### src/rtl/lru_pr_pkg.sv
package lru_pr_pkg;

   localparam int CFG_W       = 4;
   localparam int FRAME_IDX_W = 3;
   localparam int COUNT_W     = 32;

   localparam logic [CFG_W-1:0] CFG_RESET = 4'd8;

   typedef struct packed {
      logic load;       // latch request, restart scan
      logic scan_step;  // read one frame, advance index
      logic commit;     // write table, counters, response
   } cmd_type;

   typedef struct packed {
      logic scan_last;  // index points at last active frame
   } status_type;

endpackage

### src/rtl/lru_pr_ctrl.sv
module lru_pr_ctrl (
   input  logic                   clock,
   input  logic                   reset,
   input  logic                   start,
   output logic                   busy,
   input  lru_pr_pkg::status_type status,
   output lru_pr_pkg::cmd_type    cmd
);

   localparam logic [1:0] S_IDLE   = 2'd0;
   localparam logic [1:0] S_SCAN   = 2'd1;
   localparam logic [1:0] S_DRAIN  = 2'd2;
   localparam logic [1:0] S_COMMIT = 2'd3;

   logic [1:0] state_ff;
   logic [1:0] state_in;

   always_comb begin
      state_in = state_ff;
      unique case (state_ff)
         S_IDLE: begin
            if (start) state_in = S_SCAN;
         end
         S_SCAN: begin
            if (status.scan_last) state_in = S_DRAIN;
         end
         S_DRAIN:  state_in = S_COMMIT;
         S_COMMIT: state_in = S_IDLE;
         default:  state_in = S_IDLE;
      endcase
   end

   always_ff @(posedge clock) begin
      if (reset) begin
         state_ff <= S_IDLE;
      end else begin
         state_ff <= state_in;
      end
   end

   assign busy          = (state_ff != S_IDLE);
   assign cmd.load      = (state_ff == S_IDLE) && start;
   assign cmd.scan_step = (state_ff == S_SCAN);
   assign cmd.commit    = (state_ff == S_COMMIT);

endmodule

### src/rtl/lru_pr_dpath.sv
module lru_pr_dpath #(
   parameter int MAX_FRAMES = 8,
   parameter int PAGE_BITS  = 16
) (
   input  logic                                  clock,
   input  logic                                  reset,
   input  lru_pr_pkg::cmd_type                   cmd,
   output lru_pr_pkg::status_type                status,
   input  logic [PAGE_BITS-1:0]                  req_page_number,
   input  logic                                  req_last_request,
   input  logic                                  csr_valid,
   input  logic [lru_pr_pkg::CFG_W-1:0]          csr_data,
   output logic                                  rsp_strobe,
   output logic                                  rsp_hit,
   output logic [lru_pr_pkg::FRAME_IDX_W-1:0]    rsp_frame_index,
   output logic [lru_pr_pkg::COUNT_W-1:0]        rsp_fault_count
);

   localparam int IDX_W = (MAX_FRAMES > 1) ? $clog2(MAX_FRAMES) : 1;
   localparam int CMP_W = 8;
   localparam int CNT_W = lru_pr_pkg::COUNT_W;

   // frame storage, read one entry per cycle during the scan
   logic [PAGE_BITS-1:0] page_mem [MAX_FRAMES];
   logic [CNT_W-1:0]     time_mem [MAX_FRAMES];

   logic [lru_pr_pkg::CFG_W-1:0] cfg_ff, cfg_in;
   logic [MAX_FRAMES-1:0]        valid_ff, valid_in;
   logic [CNT_W-1:0]             request_number_ff, request_number_in;
   logic [CNT_W-1:0]             fault_total_ff, fault_total_in;
   logic [IDX_W-1:0]             idx_ff, idx_in;
   logic                         cmp_valid_ff;
   logic [IDX_W-1:0]             cmp_idx_ff;
   logic [PAGE_BITS-1:0]         page_ff, page_in;
   logic                         last_ff, last_in;
   logic [PAGE_BITS-1:0]         page_rd_ff;
   logic [CNT_W-1:0]             time_rd_ff;

   logic                         hit_found_ff, hit_found_in;
   logic [IDX_W-1:0]             hit_slot_ff, hit_slot_in;
   logic                         free_found_ff, free_found_in;
   logic [IDX_W-1:0]             free_slot_ff, free_slot_in;
   logic                         old_found_ff, old_found_in;
   logic [IDX_W-1:0]             old_slot_ff, old_slot_in;
   logic [CNT_W-1:0]             old_time_ff, old_time_in;

   logic                         rsp_strobe_ff;
   logic                         rsp_hit_ff, rsp_hit_in;
   logic [lru_pr_pkg::FRAME_IDX_W-1:0] rsp_frame_index_ff, rsp_frame_index_in;
   logic [CNT_W-1:0]             rsp_fault_count_ff, rsp_fault_count_in;

   logic [CMP_W-1:0]             cfg_ext;
   logic [IDX_W-1:0]             active_last;
   logic                         frame_is_valid;
   logic [IDX_W-1:0]             slot;
   logic                         miss_write;

   // clamp frame count to 1..MAX_FRAMES
   always_comb begin
      cfg_ext = CMP_W'(cfg_ff);
      if (cfg_ext == '0) begin
         active_last = '0;
      end else if (cfg_ext > CMP_W'(MAX_FRAMES)) begin
         active_last = IDX_W'(MAX_FRAMES - 1);
      end else begin
         active_last = IDX_W'(cfg_ext - CMP_W'(1));
      end
   end

   assign status.scan_last = (idx_ff == active_last);
   assign frame_is_valid   = valid_ff[cmp_idx_ff];

   always_comb begin
      cfg_in            = csr_valid ? csr_data : cfg_ff;
      page_in           = page_ff;
      last_in           = last_ff;
      idx_in            = idx_ff;
      hit_found_in      = hit_found_ff;
      hit_slot_in       = hit_slot_ff;
      free_found_in     = free_found_ff;
      free_slot_in      = free_slot_ff;
      old_found_in      = old_found_ff;
      old_slot_in       = old_slot_ff;
      old_time_in       = old_time_ff;
      valid_in          = valid_ff;
      request_number_in = request_number_ff;
      fault_total_in    = fault_total_ff;
      rsp_hit_in        = rsp_hit_ff;
      rsp_frame_index_in = rsp_frame_index_ff;
      rsp_fault_count_in = rsp_fault_count_ff;

      if (cmd.load) begin
         page_in       = req_page_number;
         last_in       = req_last_request;
         idx_in        = '0;
         hit_found_in  = 1'b0;
         free_found_in = 1'b0;
         old_found_in  = 1'b0;
      end else if (cmd.scan_step) begin
         idx_in = idx_ff + IDX_W'(1);
      end

      // one frame compared per cycle, data from the registered read
      if (cmp_valid_ff) begin
         if (frame_is_valid && (page_rd_ff == page_ff) && !hit_found_ff) begin
            hit_found_in = 1'b1;
            hit_slot_in  = cmp_idx_ff;
         end
         if (!frame_is_valid && !free_found_ff) begin
            free_found_in = 1'b1;
            free_slot_in  = cmp_idx_ff;
         end
         // strict less-than keeps the lowest index on ties
         if (frame_is_valid && (!old_found_ff || (time_rd_ff < old_time_ff))) begin
            old_found_in = 1'b1;
            old_slot_in  = cmp_idx_ff;
            old_time_in  = time_rd_ff;
         end
      end

      priority if (hit_found_ff) begin
         slot = hit_slot_ff;
      end else if (free_found_ff) begin
         slot = free_slot_ff;
      end else begin
         slot = old_slot_ff;
      end
      miss_write = cmd.commit && !hit_found_ff;

      if (cmd.commit) begin
         if (!hit_found_ff) begin
            valid_in[slot] = 1'b1;
            if (fault_total_ff != '1) fault_total_in = fault_total_ff + CNT_W'(1);
         end
         if (request_number_ff != '1) request_number_in = request_number_ff + CNT_W'(1);
         rsp_hit_in         = hit_found_ff;
         rsp_frame_index_in = lru_pr_pkg::FRAME_IDX_W'(slot);
         rsp_fault_count_in = fault_total_in;
         // end of sequence: table and counters clear after this response
         if (last_ff) begin
            valid_in          = '0;
            request_number_in = '0;
            fault_total_in    = '0;
         end
      end
   end

   always_ff @(posedge clock) begin
      if (reset) begin
         cfg_ff            <= lru_pr_pkg::CFG_RESET;
         valid_ff          <= '0;
         request_number_ff <= '0;
         fault_total_ff    <= '0;
         idx_ff            <= '0;
         cmp_valid_ff      <= 1'b0;
         rsp_strobe_ff     <= 1'b0;
      end else begin
         cfg_ff            <= cfg_in;
         valid_ff          <= valid_in;
         request_number_ff <= request_number_in;
         fault_total_ff    <= fault_total_in;
         idx_ff            <= idx_in;
         cmp_valid_ff      <= cmd.scan_step;
         rsp_strobe_ff     <= cmd.commit;
      end
   end

   always_ff @(posedge clock) begin
      cmp_idx_ff         <= idx_ff;
      page_ff            <= page_in;
      last_ff            <= last_in;
      hit_found_ff       <= hit_found_in;
      hit_slot_ff        <= hit_slot_in;
      free_found_ff      <= free_found_in;
      free_slot_ff       <= free_slot_in;
      old_found_ff       <= old_found_in;
      old_slot_ff        <= old_slot_in;
      old_time_ff        <= old_time_in;
      rsp_hit_ff         <= rsp_hit_in;
      rsp_frame_index_ff <= rsp_frame_index_in;
      rsp_fault_count_ff <= rsp_fault_count_in;
   end

   always_ff @(posedge clock) begin
      if (miss_write) page_mem[slot] <= page_ff;
      if (cmd.commit) time_mem[slot] <= request_number_ff;
      page_rd_ff <= page_mem[idx_ff];
      time_rd_ff <= time_mem[idx_ff];
   end

   assign rsp_strobe      = rsp_strobe_ff;
   assign rsp_hit         = rsp_hit_ff;
   assign rsp_frame_index = rsp_frame_index_ff;
   assign rsp_fault_count = rsp_fault_count_ff;

endmodule

### src/rtl/lru_page_replacement_unit.sv
// Sequence: after the accepting edge the controller scans the active frames, then passes
//   through a drain state and a commit state; the response strobe is registered from commit.
// Scan: one frame per cycle over the single read port of the frame tables; no new
//   request is taken until busy drops, and busy is low while the strobe is shown.
// Reset: synchronous, clears valid bits and counters, frame count returns to 8.
//   Responses are pulses; the receiver cannot stall them.
module lru_page_replacement_unit #(
   parameter int MAX_FRAMES = 8,
   parameter int PAGE_BITS  = 16
) (
   input  logic                               clock,
   input  logic                               reset,
   input  logic                               start,
   output logic                               busy,
   input  logic [PAGE_BITS-1:0]               req_page_number,
   input  logic                               req_last_request,
   input  logic                               csr_valid,
   output logic                               csr_ready,
   input  logic [lru_pr_pkg::CFG_W-1:0]       csr_data,
   output logic                               rsp_strobe,
   output logic                               rsp_hit,
   output logic [lru_pr_pkg::FRAME_IDX_W-1:0] rsp_frame_index,
   output logic [lru_pr_pkg::COUNT_W-1:0]     rsp_fault_count
);

   lru_pr_pkg::cmd_type    cmd;
   lru_pr_pkg::status_type status;

   assign csr_ready = 1'b1;

   lru_pr_ctrl u_ctrl (
      .clock  (clock),
      .reset  (reset),
      .start  (start),
      .busy   (busy),
      .status (status),
      .cmd    (cmd)
   );

   lru_pr_dpath #(
      .MAX_FRAMES (MAX_FRAMES),
      .PAGE_BITS  (PAGE_BITS)
   ) u_dpath (
      .clock            (clock),
      .reset            (reset),
      .cmd              (cmd),
      .status           (status),
      .req_page_number  (req_page_number),
      .req_last_request (req_last_request),
      .csr_valid        (csr_valid && csr_ready),
      .csr_data         (csr_data),
      .rsp_strobe       (rsp_strobe),
      .rsp_hit          (rsp_hit),
      .rsp_frame_index  (rsp_frame_index),
      .rsp_fault_count  (rsp_fault_count)
   );

endmodule

### config.mk
export PLATFORM = sky130hd
export DESIGN_NAME = lru_page_replacement_unit
export DESIGN_NICKNAME = d
export VERILOG_FILES = /design/src/rtl/lru_pr_pkg.sv /design/src/rtl/lru_pr_ctrl.sv /design/src/rtl/lru_pr_dpath.sv /design/src/rtl/lru_page_replacement_unit.sv
export SDC_FILE = /design/constraint.sdc
export NUM_CORES = 1
export LEC_CHECK = 0
export BUFFER_PORTS_ARGS = -buffer_cell sky130_fd_sc_hd__buf_4
export CAP_MARGIN = 20
export CORE_UTILIZATION = 34
export DETAILED_ROUTE_END_ITERATION = 10
export SLEW_MARGIN = 20
export SYNTH_ARGS = -nofsm -noshare
export SYNTH_HDL_FRONTEND = slang
export SYNTH_HIERARCHICAL = 1
export SYNTH_SLANG_ARGS = --single-unit
### constraint.sdc
create_clock -name clock -period 12.9 [get_ports clock]
set_input_delay 2.58 -clock clock [delete_from_list [all_inputs] [get_ports clock]]
set_output_delay 2.58 -clock clock [all_outputs]
set_load 0.01 [all_outputs]
==> reports/qor.yml <==
worst_setup_path:
  path_max_fanout: 4
  endpoint_kind: "output port"
  crit_type: "flip-flop to output port"
  timing.critical_path.required_ns: 10.32
  critical_path.startpoint_type: "flip-flop"
  critical_path_arrival_ns: 1.51
synthesis:
  synth_compound_gate_area_share_pct: 3.78
  synth.distinct_cells: 64
  synth_area_in_adders_pct: 2.07
  post_synth_and_or_nand_nor_area_fraction_pct: 7.08
  synth_largest_area_cell: "sky130_fd_sc_hd__edfxtp_1"
  yosysMostFrequentCell: "sky130_fd_sc_hd__edfxtp_1"
  top_area_cells_in_the_synthesized_netlist: "sky130_fd_sc_hd__edfxtp_1 59%, sky130_fd_sc_hd__dfxtp_1 11%, sky130_fd_sc_hd__mux4_2 9.1%, sky130_fd_sc_hd__mux2_2 2.3%, sky130_fd_sc_hd__ha_1 2.1%"
  synth.cells.most_frequent: "478 x sky130_fd_sc_hd__edfxtp_1, 137 x sky130_fd_sc_hd__dfxtp_1, 98 x sky130_fd_sc_hd__mux4_2"
  ys_dominant_reg_cell: "sky130_fd_sc_hd__edfxtp_1"
  synth_seq_cells: 615
  syn-num-nets: 1547
  combinational_family_with_the_most_area_after_synthesis: "multiplexers"
  number_of_flops_mapped_to_enable_cells_by_yosys: 478
  synthesis.yosys.warnings: 6
  ys_seq_area_share_pct: 70.7
  yosys.area.top_type_share_pct: 59.4
  synth_area_sq_mm: 0.0242
  synth_async_sr_flop_share_pct: 0
  netlist_instances: 1482
  synthMuxAreaShare_pct: 11.8
  syn_area_per_cell_sq_um: 16.3
  synthXorXnorAreaFrac_pct: 2.50
sta:
  final_max_slew_viol_count: 0
  worst_slew_margin_rel_pct: 30.7
  fmaxAchievable_mhz: 245
  period_needed_ns: 4.09
  tightestPinTransition_ns: 1.04
  setup_ws_ns: 8.81
  hold_viol: 0
  fin_tns_setup_ns: 0
  rsz0062_at_grt: "no"
  final_min_period_over_clock_period_pct: 31.7
  timing.clock.skew_ns: 0.0215
  timing.final.setup_violations: 0
place:
  pre_cts_slack_ns: 8.79
  post_placement_cell_count: 2443
  dpl_cell_area_sq_mm: 0.0258
  io_buffers: 62
  post-dp-hpwl_um: 27700
  gp_routability_congestion: 0.767
die:
  dieHeight_um: 269
  design.core.area_sq_mm: 0.0701
  std_cell_rows: 97
  fp.dieArea_sq_mm: 0.0721
  top_level_ports: 64
  initial_utilization_pct: 34.5
  dieWidth_um: 269
run_status:
  run_status: "complete, no violations"
drt:
  routed_wire_length_um: 49500
  number_of_nets_still_failing_antenna_checks_after_routing: 0
  detail_route.drc_violations: 0
  via_per_inst: 4.98
  vias: 12700
  detail_route.iter0.violations: 885
  avgRoutedWirePerCell_um: 19.4
  dr.pass1.iters: 5
global_route:
  antenna_found_initial: 0
  grt_pass1_wl_um: 77500
  vias_in_the_first_global_route: 13200
  track_usage_pct: 14.0
  overflow: 0
  pin_count_of_the_biggest_net_entering_global_routing: 60
final_layout:
  nNetsFinal: 1630
  antenna_diode_count: 0
  util_after_layout_pct: 39.7
  layout.cell_area.non_filler_sq_mm: 0.0279
  post_route_cells_drive_above_1_share_pct: 22.5
  areaGrowthSynthToFinish_pct: 15.4
  fillerInstances: 6398
  layoutNonFillerInstCount: 2555
pwr:
  power.leakage_nw: 9.52
  pwr_density_cell_mw_per_mm2: 158
  vdd.ir_drop.worst_uv: 126
clock_tree:
  clock_tree.buffer_depth: 3
  post_cts_resized: 0
  cts_root_buf: "sky130_fd_sc_hd__clkbuf_16"
  cts_inserted_buffers: 60
  clkSlewWorstSetupHoldPaths_ns: 0.06
  tritoncts_clock_tree: "built"
  clock_sinks: 615
  clock_latency_ns: 0.63
  cts_hold_repair.buffers: 0
  post_cts.repair.setup_buffers: 0
  htree_levels: 2
worst_hold_path:
  hold_path_class: "flip-flop to flip-flop"
run:
  max_cap_viol_count: 0
[power by group]
part / internal, mW / leakage (nW) / switching [mW] / total (mW)
clock network: 1.04 / 0.989 / 0.749 / 1.79
registers: 2.21 / 5.89 / 0.0714 / 2.28
logic: 0.157 / 2.64 / 0.185 / 0.342
total: 3.41 / 9.52 / 1.01 / 4.41
[metrics by stage]
| step | power, mW | hold WS (ns) |
|---|---|---|
| 5_1_grt | 4.56 | 0.450 |
| 2_1_floorplan | 2.55 | 0.329 |
| 4_1_cts | 4.46 | 0.434 |
| 6_report | 4.41 | 0.438 |
| 3_3_place_gp | 2.66 | 0.411 |
| 3_5_place_dp | 2.67 | 0.419 |
[final cells by class]
class | count | area (sq um) | area share [%]
timing repair buffer | 85 | 638 | 2.29
multi-input combinational | 744 | 6710 | 24.0
clock buffer | 83 | 1650 | 5.91
tap | 940 | 1180 | 4.22
clock inverter | 29 | 389 | 1.40
inverter | 59 | 221 | 0.794
sequential | 615 | 17100 | 61.3
[flip-flops by register name, indices dropped and copies added (netlist names), 4 cells and up]
| register | flops |
|---|---|
| u_dpath/time_mem | 256 |
| u_dpath/page_mem | 128 |
| u_dpath/fault_total_ff | 32 |
| u_dpath/old_time_ff | 32 |
| u_dpath/request_number_ff | 32 |
| u_dpath/rsp_fault_count | 32 |
| u_dpath/time_rd_ff | 32 |
| u_dpath/page_ff | 16 |
| u_dpath/page_rd_ff | 16 |
| u_dpath/valid_ff | 8 |
| u_dpath/cfg_ff | 4 |
[per-layer routing]
| metal | vias to the layer above | global-route usage (%) | share of wire (%) | wire length (um) |
|---|---|---|---|---|
| li1 | 5892 | - | - | - |
| met1 | 6534 | 18.9 | 46 | 22700 |
| met2 | 221 | 23.3 | 49 | 24100 |
| met3 | 69 | 2.28 | 3.6 | 1800 |
| met4 | 0 | 3.87 | 1.9 | 957 |
| met5 | - | 0 | 0 | 0 |
[worst max-delay path: stages, from the launching register on]
cell and delay (ns):
sky130_fd_sc_hd__dfxtp_1 0.37, sky130_fd_sc_hd__inv_1 0.11, sky130_fd_sc_hd__ha_1 0.23, sky130_fd_sc_hd__inv_1 0.06
sky130_fd_sc_hd__buf_4 0.11
[cell families (layout without fill, tap and decap cells)]
kind of cell    Yosys count  count (layout)
simple gates            327             327
mux                     157             157
fa+ha+maj                40              40
compound gates          150             150
buf+inv                 123             256
flops                   615             615
other cells               1               1
xor+xnor                 69              69
[layout by cell type, fill, tap and decap left out, types with 24 or more instances in the layout]
cell,n
sky130_fd_sc_hd__a21oi_1,59
sky130_fd_sc_hd__buf_4,85
sky130_fd_sc_hd__clkbuf_16,60
sky130_fd_sc_hd__dfxtp_1,134
sky130_fd_sc_hd__edfxtp_1,478
sky130_fd_sc_hd__ha_1,39
sky130_fd_sc_hd__inv_1,59
sky130_fd_sc_hd__mux2_2,50
sky130_fd_sc_hd__mux4_2,98
sky130_fd_sc_hd__nand2_1,62
sky130_fd_sc_hd__nand3_1,33
sky130_fd_sc_hd__nand4_1,26
sky130_fd_sc_hd__nor2_1,77
sky130_fd_sc_hd__nor3_1,24
sky130_fd_sc_hd__o21ai_0,34
sky130_fd_sc_hd__or3_1,26
sky130_fd_sc_hd__xnor2_1,42
sky130_fd_sc_hd__xor2_1,27
[worst paths after layout]
check                                    start                       endpoint  slack (ns)  cells after the start
hold reg to reg          u_dpath/time_rd_ff[0]         u_dpath/old_time_ff[0]        0.44                      0
setup reg to reg  u_dpath/request_number_ff[1]  u_dpath/request_number_ff[19]        9.66                      7
setup / recovery            u_ctrl/state_ff[0]                           busy        8.81                      4
hold / removal           u_dpath/time_rd_ff[0]         u_dpath/old_time_ff[0]        0.44                      0
Power figures use the tool's default switching activity.
